File: config.mk
export PLATFORM = sky130hd
export DESIGN_NAME = mac_learning_port_lookup
export DESIGN_NICKNAME = d
export VERILOG_FILES = /design/src/rtl/core/mlpl_pkg.sv /design/src/rtl/core/mlpl_ctrl.sv /design/src/rtl/core/mlpl_dp.sv /design/src/rtl/core/mac_learning_port_lookup.sv
export SDC_FILE = /design/constraint.sdc
export NUM_CORES = 2
export LEC_CHECK = 0
export ABC_AREA = 1
export ABC_CLOCK_PERIOD_IN_PS = 4700
export BUFFER_PORTS_ARGS = -buffer_cell sky130_fd_sc_hd__buf_2
export CAP_MARGIN = 20
export CORE_MARGIN = 2
export CORE_UTILIZATION = 55
export DETAILED_ROUTE_END_ITERATION = 6
export PLACE_DENSITY_LB_ADDON = 0.2
export SYNTH_ARGS = -nofsm -noshare
export SYNTH_HDL_FRONTEND = slang
export SYNTH_SLANG_ARGS = --single-unit
export TNS_END_PERCENT = 30
File: constraint.sdc
create_clock -name aclk -period 4.7 [get_ports aclk]
set_input_delay 0.235 -clock aclk [delete_from_list [all_inputs] [get_ports aclk]]
set_output_delay 0.235 -clock aclk [all_outputs]
set_load 0.01 [all_outputs]
File: src/rtl/core/mlpl_pkg.sv
`timescale 1ns / 1ps
`default_nettype none
// ----------------------------------------------------------------------------
// mlpl_pkg
// Shared constants and controller command type for the MAC learning lookup.
// ----------------------------------------------------------------------------
package mlpl_pkg;

    localparam int unsigned DEF_ENTRIES   = 16;
    localparam int unsigned DEF_ADDR_BITS = 48;

    // port masks and the miss mask register are fixed at 8 bits
    localparam int unsigned PORT_BITS = 8;
    localparam logic [PORT_BITS-1:0] MISS_MASK_RESET = 8'h55;

    // apb register map
    localparam int unsigned APB_ADDR_BITS = 3;
    localparam int unsigned APB_DATA_BITS = 32;
    localparam logic [0:0]  REG_MISS_PORT_MASK = 1'b0;

    // controller to datapath commands
    typedef struct packed {
        logic load;       // capture the accepted item
        logic clear_ptr;  // reset the replacement pointer
        logic match;      // register the match vectors
        logic commit;     // resolve lookup, learn, load result
    } dp_cmd_t;

endpackage : mlpl_pkg
`default_nettype wire

File: src/rtl/core/mlpl_ctrl.sv
`timescale 1ns / 1ps
`default_nettype none
// ----------------------------------------------------------------------------
// mlpl_ctrl
// Sequencer for one lookup: capture, match, commit, with a result register
// handshake on the output side.
// ----------------------------------------------------------------------------
module mlpl_ctrl (
    input  wire logic              aclk,
    input  wire logic              aresetn,
    input  wire logic              s_valid,
    output logic                   s_ready,
    input  wire logic              s_lookup_request,
    input  wire logic              s_clear_pointer,
    output logic                   m_valid,
    input  wire logic              m_ready,
    output mlpl_pkg::dp_cmd_t      cmd
);

    typedef enum logic [1:0] {
        ST_IDLE,
        ST_MATCH,
        ST_COMMIT
    } state_t;

    state_t state_reg;
    state_t state_next;
    logic   m_valid_reg;
    logic   m_valid_next;
    logic   accept;
    logic   out_free;

    assign s_ready  = (state_reg == ST_IDLE);
    assign accept   = s_valid && s_ready;
    // result slot is free if empty or being drained this cycle
    assign out_free = !m_valid_reg || m_ready;
    assign m_valid  = m_valid_reg;

    always_comb begin
        cmd.load      = accept;
        cmd.clear_ptr = accept && s_clear_pointer;
        cmd.match     = (state_reg == ST_MATCH);
        cmd.commit    = (state_reg == ST_COMMIT) && out_free;

        state_next   = state_reg;
        m_valid_next = m_valid_reg;
        if (m_valid_reg && m_ready) begin
            m_valid_next = 1'b0;
        end
        unique case (state_reg)
            ST_IDLE: begin
                if (accept && s_lookup_request) begin
                    state_next = ST_MATCH;
                end
            end
            ST_MATCH: begin
                state_next = ST_COMMIT;
            end
            ST_COMMIT: begin
                if (out_free) begin
                    state_next   = ST_IDLE;
                    m_valid_next = 1'b1;
                end
            end
            default: begin
                state_next = ST_IDLE;
            end
        endcase
    end

    always_ff @(posedge aclk) begin
        if (!aresetn) begin
            state_reg   <= ST_IDLE;
            m_valid_reg <= 1'b0;
        end else begin
            state_reg   <= state_next;
            m_valid_reg <= m_valid_next;
        end
    end

endmodule : mlpl_ctrl
`default_nettype wire

File: src/rtl/core/mlpl_dp.sv
`timescale 1ns / 1ps
`default_nettype none
// ----------------------------------------------------------------------------
// mlpl_dp
// Table registers, parallel address compare, priority select, learning and
// round-robin replacement, and the result register.
// ----------------------------------------------------------------------------
module mlpl_dp #(
    parameter int unsigned ENTRIES   = mlpl_pkg::DEF_ENTRIES,
    parameter int unsigned ADDR_BITS = mlpl_pkg::DEF_ADDR_BITS
) (
    input  wire logic                           aclk,
    input  wire logic                           aresetn,
    input  wire mlpl_pkg::dp_cmd_t              cmd,
    input  wire logic [ADDR_BITS-1:0]           s_dest_address,
    input  wire logic [ADDR_BITS-1:0]           s_source_address,
    input  wire logic [mlpl_pkg::PORT_BITS-1:0] s_source_port_mask,
    input  wire logic [mlpl_pkg::PORT_BITS-1:0] miss_port_mask,
    output logic [mlpl_pkg::PORT_BITS-1:0]      m_out_port_mask,
    output logic                                m_hit
);

    localparam int unsigned IDX_W = $clog2(ENTRIES);
    localparam logic [IDX_W-1:0] LAST_IDX = IDX_W'(ENTRIES - 1);

    logic [ADDR_BITS-1:0]           addr_reg  [ENTRIES];
    logic [mlpl_pkg::PORT_BITS-1:0] pmask_reg [ENTRIES];
    logic [IDX_W-1:0]               ptr_reg;
    logic [IDX_W-1:0]               ptr_next;

    logic [ADDR_BITS-1:0]           dst_reg;
    logic [ADDR_BITS-1:0]           src_reg;
    logic [mlpl_pkg::PORT_BITS-1:0] sport_reg;
    logic [ENTRIES-1:0]             dst_hit_reg;
    logic [ENTRIES-1:0]             src_hit_reg;

    logic [mlpl_pkg::PORT_BITS-1:0] out_mask_reg;
    logic [mlpl_pkg::PORT_BITS-1:0] out_mask_next;
    logic                           out_hit_reg;
    logic                           learned;

    assign learned  = |src_hit_reg;
    assign ptr_next = (ptr_reg == LAST_IDX) ? '0 : ptr_reg + 1'b1;

    // highest matching index wins
    always_comb begin
        out_mask_next = miss_port_mask;
        for (int i = 0; i < ENTRIES; i++) begin
            if (dst_hit_reg[i]) begin
                out_mask_next = pmask_reg[i];
            end
        end
    end

    // captured item and match vectors
    always_ff @(posedge aclk) begin
        if (cmd.load) begin
            dst_reg   <= s_dest_address;
            src_reg   <= s_source_address;
            sport_reg <= s_source_port_mask;
        end
        if (cmd.match) begin
            for (int i = 0; i < ENTRIES; i++) begin
                dst_hit_reg[i] <= (addr_reg[i] == dst_reg);
                src_hit_reg[i] <= (addr_reg[i] == src_reg);
            end
        end
        if (cmd.commit) begin
            out_mask_reg <= out_mask_next;
            out_hit_reg  <= |dst_hit_reg;
        end
    end

    // table and replacement pointer
    always_ff @(posedge aclk) begin
        if (!aresetn) begin
            for (int i = 0; i < ENTRIES; i++) begin
                addr_reg[i]  <= '0;
                pmask_reg[i] <= '0;
            end
            ptr_reg <= '0;
        end else begin
            if (cmd.clear_ptr) begin
                ptr_reg <= '0;
            end
            if (cmd.commit) begin
                if (learned) begin
                    for (int i = 0; i < ENTRIES; i++) begin
                        if (src_hit_reg[i]) begin
                            pmask_reg[i] <= sport_reg;
                        end
                    end
                end else begin
                    for (int i = 0; i < ENTRIES; i++) begin
                        if (ptr_reg == IDX_W'(i)) begin
                            addr_reg[i]  <= src_reg;
                            pmask_reg[i] <= sport_reg;
                        end
                    end
                    ptr_reg <= ptr_next;
                end
            end
        end
    end

    assign m_out_port_mask = out_mask_reg;
    assign m_hit           = out_hit_reg;

endmodule : mlpl_dp
`default_nettype wire

File: src/rtl/core/mac_learning_port_lookup.sv
`timescale 1ns / 1ps
`default_nettype none
// ----------------------------------------------------------------------------
// mac_learning_port_lookup
// Fully associative MAC learning table with destination port lookup.
// ----------------------------------------------------------------------------
// a lookup item goes through capture, compare and commit; its result is registered
//   at the commit, which waits while the result slot is full, and the input takes no
//   new item until then; an item without a request is taken every cycle and gives no result
// the compare cycle and the commit cycle share the table registers
// reset: table cleared to zero, pointer 0, miss mask 0x55, no result pending
module mac_learning_port_lookup #(
    parameter int unsigned ENTRIES   = mlpl_pkg::DEF_ENTRIES,
    parameter int unsigned ADDR_BITS = mlpl_pkg::DEF_ADDR_BITS
) (
    input  wire logic                               aclk,
    input  wire logic                               aresetn,
    // apb configuration
    input  wire logic                               psel,
    input  wire logic                               penable,
    input  wire logic                               pwrite,
    input  wire logic [mlpl_pkg::APB_ADDR_BITS-1:0] paddr,
    input  wire logic [mlpl_pkg::APB_DATA_BITS-1:0] pwdata,
    output logic      [mlpl_pkg::APB_DATA_BITS-1:0] prdata,
    output logic                                    pready,
    // input items
    input  wire logic                               s_valid,
    output logic                                    s_ready,
    input  wire logic [ADDR_BITS-1:0]               s_dest_address,
    input  wire logic [ADDR_BITS-1:0]               s_source_address,
    input  wire logic [mlpl_pkg::PORT_BITS-1:0]     s_source_port_mask,
    input  wire logic                               s_lookup_request,
    input  wire logic                               s_clear_pointer,
    // result items
    output logic                                    m_valid,
    input  wire logic                               m_ready,
    output logic      [mlpl_pkg::PORT_BITS-1:0]     m_out_port_mask,
    output logic                                    m_hit,
    output logic                                    m_miss,
    output logic                                    m_done_res
);

    mlpl_pkg::dp_cmd_t              cmd;
    logic [mlpl_pkg::PORT_BITS-1:0] miss_mask_reg;
    logic                           cfg_wr;
    logic                           sel_miss_mask;

    // register index is the word address
    assign sel_miss_mask = (paddr[2] == mlpl_pkg::REG_MISS_PORT_MASK);
    assign cfg_wr        = psel && penable && pwrite && pready;
    assign pready        = 1'b1;

    always_ff @(posedge aclk) begin
        if (!aresetn) begin
            miss_mask_reg <= mlpl_pkg::MISS_MASK_RESET;
        end else if (cfg_wr && sel_miss_mask) begin
            miss_mask_reg <= pwdata[mlpl_pkg::PORT_BITS-1:0];
        end
    end

    always_comb begin
        prdata = '0;
        if (sel_miss_mask) begin
            prdata[mlpl_pkg::PORT_BITS-1:0] = miss_mask_reg;
        end
    end

    mlpl_ctrl u_ctrl (
        .aclk             (aclk),
        .aresetn          (aresetn),
        .s_valid          (s_valid),
        .s_ready          (s_ready),
        .s_lookup_request (s_lookup_request),
        .s_clear_pointer  (s_clear_pointer),
        .m_valid          (m_valid),
        .m_ready          (m_ready),
        .cmd              (cmd)
    );

    mlpl_dp #(
        .ENTRIES   (ENTRIES),
        .ADDR_BITS (ADDR_BITS)
    ) u_dp (
        .aclk               (aclk),
        .aresetn            (aresetn),
        .cmd                (cmd),
        .s_dest_address     (s_dest_address),
        .s_source_address   (s_source_address),
        .s_source_port_mask (s_source_port_mask),
        .miss_port_mask     (miss_mask_reg),
        .m_out_port_mask    (m_out_port_mask),
        .m_hit              (m_hit)
    );

    assign m_miss     = !m_hit;
    assign m_done_res = 1'b1;

    // a lookup item keeps the input closed while it is in work
    a_busy_after_lookup : assert property (@(posedge aclk) disable iff (!aresetn)
        s_valid && s_ready && s_lookup_request |=> !s_ready)
        else $error("input open right after a lookup item");

    // an item without a request never produces a result or blocks
    a_no_request_passes : assert property (@(posedge aclk) disable iff (!aresetn)
        s_valid && s_ready && !s_lookup_request && !m_valid |=> s_ready && !m_valid)
        else $error("item without request produced a result or stalled");

    // a new result only appears in the cycle after the controller commits
    a_result_from_commit : assert property (@(posedge aclk) disable iff (!aresetn)
        $rose(m_valid) |-> $past(cmd.commit))
        else $error("result appeared without a commit");

endmodule : mac_learning_port_lookup
`default_nettype wire

==> qor.yml <==
run_status:
  status: "completed"
global_route:
  antenna_found_initial: 1
  grt_max_degree: 64
  grt_pass1_wl_um: 244200
  gr-usage-all-layers_pct: 32.17
  grt_pass1_vias: 38390
  grt_overflow: 0
cts:
  post-cts-setup-buffers: 0
  htreeDepth: 3
  cts_made_buffers: 114
  cts.path.max_buffers: 3
  cts_root_buf: "clkbuf_16"
  cts_hold_buf: 116
  cts_tree: "done"
  worstSkewPairLatency_ns: 0.73
  cts.sinks: 1056
  clk_pin_slew_worst_paths_ns: 0.06
  ctsResizeCount: 0
die:
  start_util_pct: 55.42
  die_y_um: 324.2
  die_area_um2: 105100
  dieWidth_um: 324.2
  design.core.area_um2: 101700
  rows: 117
  io_pins: 194
critical_path:
  r2r_start: "u_dp.src_hit_reg[15]"
  crit_path_end_kind: "flop"
  crit_arrival_ns: 3.83
  critPathMaxFanout: 18
  path_cells: "nor2_1, nand2_1, nor2_1, nand2_1, nor2_4, nand3_1, o21ai_4, a21o_1"
  max_stage_delay_ns: 0.85
  worstSetupPathType: "reg -> reg"
  start_kind: "flop"
  r2r_cells: 8
  r2r_slack_ns: 1.24
  worstReg2RegEnd: "u_dp.pmask_reg[13][4]"
  crit_slowest_cell: "o21ai_4"
  required_ns: 5.07
power_and_ir_drop:
  vdd_drop_max_mv: 0.3006
  power_mw: 22.53
  leakagePower_nw: 22.92
  p_per_area_nw_per_um2: 356.5
synth:
  yosysSeqAreaShare_pct: 55.97
  yosys-top-cells-area: "edfxtp_1 55%, xnor2_1 14%, xor2_1 6.3%, nand2_1 5.4%, nor2_1 5.3%"
  ys_ff_latch: 1056
  syn_avg_cell_area_um2: 10.34
  synthDistinctLibCells: 41
  synth_top_cell_by_area: "edfxtp_1"
  synth_area_um2: 56390
  synth_warnings: 0
  synthesis.instances: 5452
  yosys.area.top_type_share_pct: 55.44
placed_design:
  place_area_um2: 58430
  gp_congestion: 0.9548
  place_ws_ns: 1.298
  place_inst: 6759
  port_buffers: 141
  dp_hpwl_um: 112900
timing:
  setup_viol: 0
  skew_ns: 0.03314
  hold_violations: 0
  whs_ns: 0.09739
  rsz0062_at_grt: "false"
  max_slew_margin_pct: 10.79
  fin_setup_tns_ns: 0
  worst_pin_slew_ns: 1.326
  max_freq_mhz: 289.2
  timing.final.crit_share_pct: 73.58
  maxSlewViolCount: 0
  fin_crit_ns: 3.458
  worst_slack_ns: 1.242
worst_hold_path:
  min_to: "miss_mask_reg[4]"
  min_path_cells: 3
  hp-class: "in -> reg"
  hp-start: "psel"
routing:
  routed_wl_um: 170200
  drtIter0Drc: 5678
  first_pass_iters: 6
  wl_per_cell_um: 23.99
  vias: 40840
  drc: 0
  via_per_inst: 5.758
  drt.antenna.violating_nets: 0
final_layout:
  final_util_pct: 62.12
  drive_gt1_share_pct: 9.100
  largest_reg_flops: 768
  stdcell_count: 7093
  final_cell_area_um2: 63200
  antenna_cells: 0
  synthToLayoutAreaGrowth_pct: 12.08
  final_nets: 5777
job:
  cap_violations: 0
==> final cells by class <==
cell class / count / area, um2
multi-input cells: 3800 / 22470
clock buffers: 148 / 3033
fillers: 7979 / 38540
repair buffers: 373 / 2833
well taps: 1368 / 1712
inverters: 280 / 1056
clock inverters: 68 / 539.3
flip-flops and latches: 1056 / 31560
==> metal layers <==
layer / vias up / GRT usage (%) / part of all wire (%)
li1: 18380 / - / -
met1: 19770 / 45.28 / 39
met2: 2332 / 48.51 / 44
met3: 354 / 5.149 / 11
met4: 2 / 16.30 / 5.5
met5: - / 0 / 0.0082
==> worst max-delay path: cells and delay by family (launching register included) <==
kind / cells / cell delay (ns)
flip-flops: 1 / 0.39
AND/OR/NAND/NOR: 6 / 1.48
AO/OA/AOI/OAI: 2 / 1.24
==> placed cells by master, fill, tap and decap left out, types with 7 or more instances in the layout <==
cell type and n:
xor2_1 408, a21oi_1 120, buf_4 109, clkbuf_16 116
dlygate4sd3_1 116, o221a_2 9, o21ai_0 31, o2111ai_1 11
clkinv_1 35, inv_2 7, buf_2 141, bufinv_16 7
clkbuf_1 31, or2_2 52, inv_1 261, nand3_2 7
a221oi_1 10, nor2_1 802, nand2_2 12, dfxtp_1 15
edfxtp_1 1041, clkinv_2 27, xnor2_1 875, nand2_1 805
nor3_1 194, nand3_1 204, conb_1 26, nand4_1 157
nor4_1 34
==> power breakdown <==
part	total [mW]	internal (mW)	switching, mW
combinational	2.50	1.00	1.50
clock	8.73	4.92	3.81
sequential	11.3	10.8	0.469
total	22.5	16.8	5.78
==> Yosys cell counts (all sizes together) <==
cell and n:
nor2 810, o221a 9, o2111a 1, o21bai 1, nor3b 1, nor3 194
inv 269, o21ai 35, nand2 818, a211oi 4, dfxtp 15, clkbuf 178
conb 2, nand3b 2, buf 162, o211ai 5, xnor2 875, nor4 34
or2 52, and2 1, a31oi 1, o21a 2, clkinv 11, ha 4
o2111ai 11, a21o 4, edfxtp 1041, a22oi 1, nand4 158, a21oi 120
xor2 408, a221oi 10, nand3 212, and3 1
==> worst max-delay path by stage <==
stage,endpoint,start,cells past startpoint
final,u_dp.pmask_reg[13][4],u_dp.src_hit_reg[15],8
after global routing,u_dp.pmask_reg[13][1],u_dp.src_hit_reg[14],8
after CTS,u_dp.pmask_reg[15][6],u_dp.src_hit_reg[15],8
after detailed placement,u_dp.pmask_reg[15][5],u_dp.src_hit_reg[15],8
after global placement,u_dp.pmask_reg[15][2],u_dp.src_hit_reg[15],8
after floorplan,u_dp.pmask_reg[12][0],u_dp.src_hit_reg[15],8
==> logic make-up (layout without fill, tap and decap cells) <==
family / count (synthesis) / in the layout / share of synthesized area, %
AO/OA/AOI/OAI: 204 / 204 / 2.139
AND/OR/NAND/NOR: 2283 / 2283 / 17.28
XOR/XNOR: 1283 / 1283 / 19.93
flip-flops: 1056 / 1056 / 55.97
other: 2 / 26 / 0.01332
adder cells (fa/ha/maj): 4 / 4 / 0.08876
buffers and inverters: 620 / 869 / 4.573
No activity file was read; power rests on OpenSTA's default activity.
